===== src/sv/dbr_pkg.sv =====
// types and constants of the two-button debouncer with auto-repeat
`default_nettype none

package dbr_pkg;

    // per-button mode codes
    typedef logic [1:0] t_mode;
    localparam t_mode MODE_IDLE       = 2'd0;
    localparam t_mode MODE_SETTLE_ON  = 2'd1;
    localparam t_mode MODE_HELD       = 2'd2;
    localparam t_mode MODE_SETTLE_OFF = 2'd3;

    // configuration register map
    localparam int CFG_IDX_W = 2;
    localparam int CFG_DATA_W = 32;
    typedef logic [CFG_IDX_W-1:0] t_cfg_idx;
    localparam t_cfg_idx REG_SETTLE = 2'd0;
    localparam t_cfg_idx REG_REPEAT = 2'd1;

    localparam logic [CFG_DATA_W-1:0] SETTLE_RESET = 32'd50000;
    localparam logic [CFG_DATA_W-1:0] REPEAT_RESET = 32'd200000;

    // live configuration values
    typedef struct packed {
        logic [CFG_DATA_W-1:0] settle_time;
        logic [CFG_DATA_W-1:0] repeat_time;
    } t_cfg;

    // per-button update result
    typedef struct packed {
        t_mode mode;
        logic  fire;
    } t_btn_next;

endpackage

`default_nettype wire


===== src/sv/dbr_cfg.sv =====
// configuration registers: settle and repeat intervals
`default_nettype none

module dbr_cfg
    import dbr_pkg::*;
(
    input  wire logic                  i_clk,
    input  wire logic                  i_rst_n,
    input  wire logic                  i_cfg_we,
    input  wire t_cfg_idx              i_cfg_idx,
    input  wire logic [CFG_DATA_W-1:0] i_cfg_data,
    output t_cfg                       o_cfg
);

    t_cfg r_cfg;
    t_cfg n_cfg;

    // decode register writes, unknown indexes are dropped
    always_comb begin
        n_cfg = r_cfg;
        if (i_cfg_we) begin
            case (i_cfg_idx)
                REG_SETTLE: n_cfg.settle_time = i_cfg_data;
                REG_REPEAT: n_cfg.repeat_time = i_cfg_data;
                default:    n_cfg = r_cfg;
            endcase
        end
    end

    always_ff @(posedge i_clk) begin
        if (!i_rst_n) begin
            r_cfg.settle_time <= SETTLE_RESET;
            r_cfg.repeat_time <= REPEAT_RESET;
        end else begin
            r_cfg <= n_cfg;
        end
    end

    assign o_cfg = r_cfg;

endmodule

`default_nettype wire


===== src/sv/dbr_button.sv =====
// next-state logic of one button debouncer
`default_nettype none

module dbr_button
    import dbr_pkg::*;
#(
    parameter int TIME_WIDTH = 32
) (
    input  wire t_mode                 i_mode,
    input  wire logic [TIME_WIDTH-1:0] i_deadline,
    input  wire logic [TIME_WIDTH-1:0] i_now,
    input  wire logic                  i_pin,
    input  wire t_cfg                  i_cfg,
    output t_btn_next                  o_next,
    output logic [TIME_WIDTH-1:0]      o_deadline
);

    logic                  w_expired;
    logic                  w_use_repeat;
    logic [CFG_DATA_W-1:0] w_interval;
    logic [TIME_WIDTH-1:0] w_new_deadline;

    // deadline passed: plain unsigned compare, no wrap handling
    assign w_expired = (i_deadline < i_now);

    // one adder, interval picked by mode: repeat when settling on or held with the pin high, else settle
    assign w_use_repeat = (i_mode == MODE_SETTLE_ON) || (i_mode == MODE_HELD && i_pin);
    assign w_interval = w_use_repeat ? i_cfg.repeat_time : i_cfg.settle_time;
    assign w_new_deadline = i_now + TIME_WIDTH'(w_interval);

    // mode transitions
    always_comb begin
        o_next.mode = i_mode;
        o_next.fire = 1'b0;
        o_deadline  = i_deadline;
        case (i_mode)
            MODE_IDLE: begin
                if (i_pin) begin
                    o_next.mode = MODE_SETTLE_ON;
                    o_deadline  = w_new_deadline;
                end
            end
            MODE_SETTLE_ON: begin
                if (w_expired) begin
                    o_next.mode = MODE_HELD;
                    o_next.fire = 1'b1;
                    o_deadline  = w_new_deadline;
                end
            end
            MODE_HELD: begin
                if (!i_pin) begin
                    o_next.mode = MODE_SETTLE_OFF;
                    o_deadline  = w_new_deadline;
                end else if (w_expired) begin
                    o_next.fire = 1'b1;
                    o_deadline  = w_new_deadline;
                end
            end
            default: begin
                if (w_expired) begin
                    o_next.mode = MODE_IDLE;
                end
            end
        endcase
    end

endmodule

`default_nettype wire


===== src/sv/dual_button_debounce_repeat.sv =====
// two-button debouncer with auto-repeat, one poll in and one click pair out per transfer
//
//  channel | handshake           | payload
//  --------+---------------------+-------------------------------------
//  poll in | i_valid / o_ready   | i_now, i_left_pin, i_right_pin
//  clicks  | o_valid / i_ready   | o_left_click, o_right_click
//  config  | i_cfg_we            | i_cfg_idx, i_cfg_data
//
// a poll is taken into the input register, then the button update runs combinationally
// into the result register: one poll per cycle while the result register is not stalled.
// the input register refills in the cycle the result register is taken, so the
// block keeps full rate while the downstream side accepts every cycle.
// synchronous active-low reset puts both buttons idle with zero deadlines and
// loads the default settle and repeat intervals.
`default_nettype none

module dual_button_debounce_repeat
    import dbr_pkg::*;
#(
    parameter int TIME_WIDTH = 32
) (
    input  wire logic                  i_clk,
    input  wire logic                  i_rst_n,
    input  wire logic                  i_valid,
    output logic                       o_ready,
    input  wire logic [31:0]           i_now,
    input  wire logic                  i_left_pin,
    input  wire logic                  i_right_pin,
    output logic                       o_valid,
    input  wire logic                  i_ready,
    output logic                       o_left_click,
    output logic                       o_right_click,
    input  wire logic                  i_cfg_we,
    input  wire t_cfg_idx              i_cfg_idx,
    input  wire logic [CFG_DATA_W-1:0] i_cfg_data
);

    t_cfg w_cfg;

    // input register
    logic                  r_in_valid;
    logic [TIME_WIDTH-1:0] r_now;
    logic                  r_left_pin;
    logic                  r_right_pin;

    // button state
    t_mode                 r_mode_l;
    t_mode                 r_mode_r;
    logic [TIME_WIDTH-1:0] r_dl_l;
    logic [TIME_WIDTH-1:0] r_dl_r;

    // result register
    logic r_out_valid;
    logic r_left_click;
    logic r_right_click;

    logic w_advance;
    logic w_take;

    t_btn_next             w_nx_l;
    t_btn_next             w_nx_r;
    logic [TIME_WIDTH-1:0] w_dl_l;
    logic [TIME_WIDTH-1:0] w_dl_r;

    t_mode                 n_mode_l;
    t_mode                 n_mode_r;
    logic [TIME_WIDTH-1:0] n_dl_l;
    logic [TIME_WIDTH-1:0] n_dl_r;
    logic                  n_left_click;
    logic                  n_right_click;

    dbr_cfg u_cfg (
        .i_clk      (i_clk),
        .i_rst_n    (i_rst_n),
        .i_cfg_we   (i_cfg_we),
        .i_cfg_idx  (i_cfg_idx),
        .i_cfg_data (i_cfg_data),
        .o_cfg      (w_cfg)
    );

    // handshake: the stored poll moves on when the result slot is free or drains
    assign w_advance = r_in_valid && (!r_out_valid || i_ready);
    assign o_ready   = !r_in_valid || w_advance;
    assign w_take    = i_valid && o_ready;

    always_ff @(posedge i_clk) begin
        if (!i_rst_n) begin
            r_in_valid <= 1'b0;
        end else if (w_take) begin
            r_in_valid <= 1'b1;
        end else if (w_advance) begin
            r_in_valid <= 1'b0;
        end
    end

    always_ff @(posedge i_clk) begin
        if (w_take) begin
            r_now       <= TIME_WIDTH'(i_now);
            r_left_pin  <= i_left_pin;
            r_right_pin <= i_right_pin;
        end
    end

    // per-button update
    dbr_button #(.TIME_WIDTH(TIME_WIDTH)) u_btn_l (
        .i_mode     (r_mode_l),
        .i_deadline (r_dl_l),
        .i_now      (r_now),
        .i_pin      (r_left_pin),
        .i_cfg      (w_cfg),
        .o_next     (w_nx_l),
        .o_deadline (w_dl_l)
    );

    dbr_button #(.TIME_WIDTH(TIME_WIDTH)) u_btn_r (
        .i_mode     (r_mode_r),
        .i_deadline (r_dl_r),
        .i_now      (r_now),
        .i_pin      (r_right_pin),
        .i_cfg      (w_cfg),
        .o_next     (w_nx_r),
        .o_deadline (w_dl_r)
    );

    // cross-copy: a left click pulls a settling right button along first,
    // then a right click pulls a settling left button along
    always_comb begin
        n_mode_l      = w_nx_l.mode;
        n_dl_l        = w_dl_l;
        n_left_click  = w_nx_l.fire;
        n_mode_r      = w_nx_r.mode;
        n_dl_r        = w_dl_r;
        n_right_click = w_nx_r.fire;
        if (n_left_click && n_mode_r == MODE_SETTLE_ON) begin
            n_mode_r      = n_mode_l;
            n_dl_r        = n_dl_l;
            n_right_click = 1'b1;
        end
        if (n_right_click && n_mode_l == MODE_SETTLE_ON) begin
            n_mode_l     = n_mode_r;
            n_dl_l       = n_dl_r;
            n_left_click = 1'b1;
        end
    end

    // button state commits once per poll
    always_ff @(posedge i_clk) begin
        if (!i_rst_n) begin
            r_mode_l <= MODE_IDLE;
            r_mode_r <= MODE_IDLE;
            r_dl_l   <= '0;
            r_dl_r   <= '0;
        end else if (w_advance) begin
            r_mode_l <= n_mode_l;
            r_mode_r <= n_mode_r;
            r_dl_l   <= n_dl_l;
            r_dl_r   <= n_dl_r;
        end
    end

    // result register
    always_ff @(posedge i_clk) begin
        if (!i_rst_n) begin
            r_out_valid <= 1'b0;
        end else if (w_advance) begin
            r_out_valid <= 1'b1;
        end else if (i_ready) begin
            r_out_valid <= 1'b0;
        end
    end

    always_ff @(posedge i_clk) begin
        if (w_advance) begin
            r_left_click  <= n_left_click;
            r_right_click <= n_right_click;
        end
    end

    assign o_valid       = r_out_valid;
    assign o_left_click  = r_left_click;
    assign o_right_click = r_right_click;

endmodule

`default_nettype wire


===== config.mk =====
export PLATFORM = sky130hd
export DESIGN_NAME = dual_button_debounce_repeat
export DESIGN_NICKNAME = d
export VERILOG_FILES = /design/src/sv/dbr_pkg.sv /design/src/sv/dbr_cfg.sv /design/src/sv/dbr_button.sv /design/src/sv/dual_button_debounce_repeat.sv
export SDC_FILE = /design/constraint.sdc
export NUM_CORES = 1
export LEC_CHECK = 0
export BUFFER_PORTS_ARGS = -buffer_cell sky130_fd_sc_hd__buf_2
export CAP_MARGIN = 15
export CORE_MARGIN = 2
export CORE_UTILIZATION = 47
export CTS_CLUSTER_DIAMETER = 30
export CTS_CLUSTER_SIZE = 16
export DETAILED_ROUTE_END_ITERATION = 10
export GPL_TIMING_DRIVEN = 0
export PLACE_DENSITY = 0.71
export REMOVE_ABC_BUFFERS = 1
export SLEW_MARGIN = 20
export SYNTH_ARGS = -nofsm -noshare
export SYNTH_HDL_FRONTEND = slang
export SYNTH_HIERARCHICAL = 1
export SYNTH_SLANG_ARGS = --single-unit

===== constraint.sdc =====
create_clock -name i_clk -period 4.75 [get_ports i_clk]
set_input_delay 0.475 -clock i_clk [delete_from_list [all_inputs] [get_ports i_clk]]
set_output_delay 0.475 -clock i_clk [all_outputs]
set_load 0.01 [all_outputs]

==> impl_metrics.json <==
{
  "syn_avg_cell_area_um2": 7.685,
  "pwr-share-clk": 0.302,
  "cpPeakStageDelay_ps": 420,
  "clockBufferDepth": 2,
  "synth_edf_count": 36,
  "finalClockSkew_ps": 10.69,
  "period_needed_ps": 4585,
  "ys.warnings.count": 6,
  "critPathLaunchType": "flop",
  "wl_um": 47790,
  "grt_use_met1": 0.3812,
  "cp-end-kind": "flop",
  "power.switching_w": 0.001777,
  "cts_tree": "built",
  "hold_viol_final": 0,
  "gr-usage-met2": 0.4365,
  "die_x_um": 180.5,
  "required_ps": 5080,
  "core-area_um2": 30670,
  "async_reset_ff_frac": 0,
  "finalSetupViolCount": 0,
  "synthCells": 1905,
  "initial_core_util": 0.4773,
  "critPathKind": "reg2reg",
  "grt_pass1_wl_um": 73690,
  "ys_seq_area_frac": 0.2571,
  "crit_end": "r_dl_l[30]",
  "final_cell_mix": "nand2_1, a21oi_1, ha_1, dfxtp_1, o21ai_0",
  "reg2reg_setup_slack_ps": 170,
  "hpwl_um": 33590,
  "comb_power_share": 0.350,
  "hp-class": "in2reg",
  "die_h_um": 180.5,
  "period_share": 0.9652,
  "drt-vias-per-instance": 6.342,
  "ir_drop_v": 0.0001802,
  "cts.sinks": 170,
  "drv_cap": 0,
  "critPathLaunch": "r_mode_l[1]",
  "place.gp.congestion": 0.8942,
  "htreeDepth": 4,
  "worstMarginPinSlew_ps": 1072,
  "grt_pass1_vias": 13720,
  "p_sw_frac": 0.3703,
  "mappedNetlistArea_um2": 14640,
  "holdWs_ps": 203.0,
  "fmaxAchievable_mhz": 218.1,
  "drt-initial-drc-count": 1383,
  "rows": 64,
  "regToRegStartpoint": "r_mode_l[1]",
  "firstDrtPassIters": 5,
  "yosysUniqueCellTypes": 89,
  "ys_ff_latch": 170,
  "wl_per_cell_um": 20.55,
  "crit_top_cell": "nand2_1",
  "grt_overflow_total": 0,
  "final_common_cell": "nand2_1",
  "status": "complete, no violations",
  "critPathSlowestCell": "dfxtp_2",
  "synthFlopType": "dfxtp_1",
  "cp.arrival_ps": 4920,
  "grt_max_degree": 71,
  "vias": 14750,
  "final_antenna_net_count": 0,
  "pre_cts_ws_ps": -617.6,
  "antenna_cells": 0,
  "layout-drive-gt1-share": 0.1166,
  "pin_count": 77,
  "die_area_um2": 32570,
  "portBuffers": 76,
  "syn_to_final_growth_pct": 11.58,
  "grt_antenna_before_repair": 0,
  "slew_headroom": 0.2856,
  "pwr-share-seq": 0.348,
  "p_int_w": 0.003022,
  "reg2reg_depth": 20,
  "clock_latency_ps": 440,
  "met3_usage": 0.04345,
  "nets": 2140,
  "final_max_slew_viol_count": 0,
  "clk_pin_slew_worst_paths_ps": 70,
  "grt_usage": 0.2795,
  "r2r_end": "r_dl_l[30]",
  "busiest_layer": "met2",
  "cp_cell_sequence": "inv_1 -> ha_1 -> inv_1 -> o21ai_4 -> buf_4 -> nand2_1 -> nand2_1 -> ha_1 -> fa_1 -> nand3_1 -> nand2_1 -> a31oi_1 -> o21ai_1 -> a21oi_2 -> o21ai_1 -> a41oi_1 -> xnor2_1 -> a22o_1 -> o21ai_0 -> a311oi_1",
  "power_per_cell_area_nw_per_um2": 293.8,
  "cts-root-buf": "clkbuf_16",
  "hold_buffers": 0,
  "numCtsBuffers": 17,
  "drc": 0,
  "worstPathMaxFanout": 7,
  "utilization": 0.5326,
  "setup_ws_ps": 165.4,
  "leakage_nw": 7.360
}
-- kinds of logic (layout without fill, tap and decap cells) --
group | after synthesis | in the layout | synth area share
adder cells (fa/ha/maj) | 150 | 150 | 0.1292
AND/OR/NAND/NOR | 654 | 654 | 0.2015
flip-flops | 170 | 170 | 0.2571
buffers and inverters | 226 | 250 | 0.07017
multiplexers | 60 | 60 | 0.04103
AO/OA/AOI/OAI | 591 | 592 | 0.2686
XOR/XNOR | 54 | 54 | 0.03231
-- how the worst min path moves through the flow --
stage,startpoint,end,slack (ps),depth (start not counted)
floorplan,u_cfg/o_cfg[63],u_cfg/o_cfg[63],450,2
global placement,u_cfg/o_cfg[9],u_cfg/o_cfg[9],460,2
detailed placement,u_cfg/o_cfg[35],u_cfg/o_cfg[35],470,2
CTS,i_now[14],r_now[14],190,1
global route,i_now[17],r_now[17],190,1
finish,i_now[14],r_now[14],200,1
-- through the flow --
stage	total power [W]	area [um2]	instances	TNS, ps
after floorplan	0.002744	13960	1773	-814.5
after global placement	0.003143	14840	2245	-211710
after detailed placement	0.003244	15410	2271	-12250
after CTS	0.004714	16150	2317	0
after global routing	0.005017	16330	2326	-60.46
final	0.004799	16330	2326	0
-- cell usage after synthesis, types with 4 or more instances --
cell type  count  area (um2)
buf_4         14       105.1
edfxtp_1      36        1081
a211o_1        5       43.79
o21a_1         5       37.54
a32o_1        18       180.2
nand2b_1      11       68.82
a22oi_1        6       45.04
o21ai_1        6       30.03
o311ai_1       4       35.03
a221oi_1       4       35.03
a22o_1        28       245.2
o21bai_1       5       37.54
mux2i_1       60       600.6
ha_1         148        1852
buf_2         25       125.1
xnor2_1       29       254.0
clkbuf_1      80       300.3
a211oi_1      14       105.1
and2_1         6       37.54
nor3_1        19       95.09
nand4_1       22       137.6
nand4b_1       6       52.55
a21o_1        50       375.4
a31oi_1       16       100.1
o211ai_1      11       82.58
nor2b_1       24       150.1
buf_6          6       67.56
dfxtp_1      134        2683
xor2_1        25       219.0
nand3_1       54       270.3
a21oi_1      183       915.9
o31ai_1        7       52.55
a311oi_1      63       551.8
o21ai_0      125       625.6
inv_1         93       349.1
nand2_1      424        1592
nand4bb_1      4       45.04
and3_1        10       62.56
nor2_1        40       150.1
-- metal layers --
metal / routed length, um / part of all wire / vias up
li1: - / - / 6909
met1: 20620 / 0.43 / 6921
met2: 20580 / 0.43 / 782
met3: 4604 / 0.096 / 140
met4: 1987 / 0.042 / 0
met5: 0 / 0 / -
-- layout make-up --
cell class / instances / area [um2]
flip-flops and latches: 170 / 3770
repair buffers: 124 / 1039
fillers: 2863 / 14340
inverters: 94 / 359.1
well taps: 396 / 495.5
clock inverters: 14 / 158.9
clock buffers: 18 / 429.2
multi-input cells: 1510 / 10080
-- registers in the layout, indices dropped and copies added (netlist names) --
| register | cells |
|---|---|
| r_mode_r | 2 |
| r_right_pin | 1 |
| r_in_valid | 1 |
| u_cfg/o_cfg | 64 |
| r_dl_r | 32 |
| o_right_click | 1 |
| r_dl_l | 32 |
| r_left_pin | 1 |
| o_valid | 1 |
| o_left_click | 1 |
| r_mode_l | 2 |
| r_now | 32 |
-- repair_timing --
item                       in CTS  in global routing
setup endpoints to repair      38                 32
cloned                          0                  1
buffers inserted               14                  8
resized for setup               7                 25
pin swaps                       4                 10
-- power groups by stage --
stage / combinational, W / clock [W] / sequential (W)
after CTS: 0.00158 / 0.00147 / 0.00167
after global routing: 0.00181 / 0.00153 / 0.00168
final: 0.00168 / 0.00145 / 0.00167
after floorplan: 0.00108 / 0 / 0.00167
after global placement: 0.00143 / 0 / 0.00171
after detailed placement: 0.00154 / 0 / 0.00170
-- worst max-delay path: cells and delay by family, from the launching register on --
family                   cells  cell delay [ps]
flip-flops                   1              420
buffers and inverters        3              400
AO/OA/AOI/OAI                9             2250
AND/OR/NAND/NOR              4              300
XOR/XNOR                     1              210
adder cells (fa/ha/maj)      3              880
(Power assumes the default switching activity.)
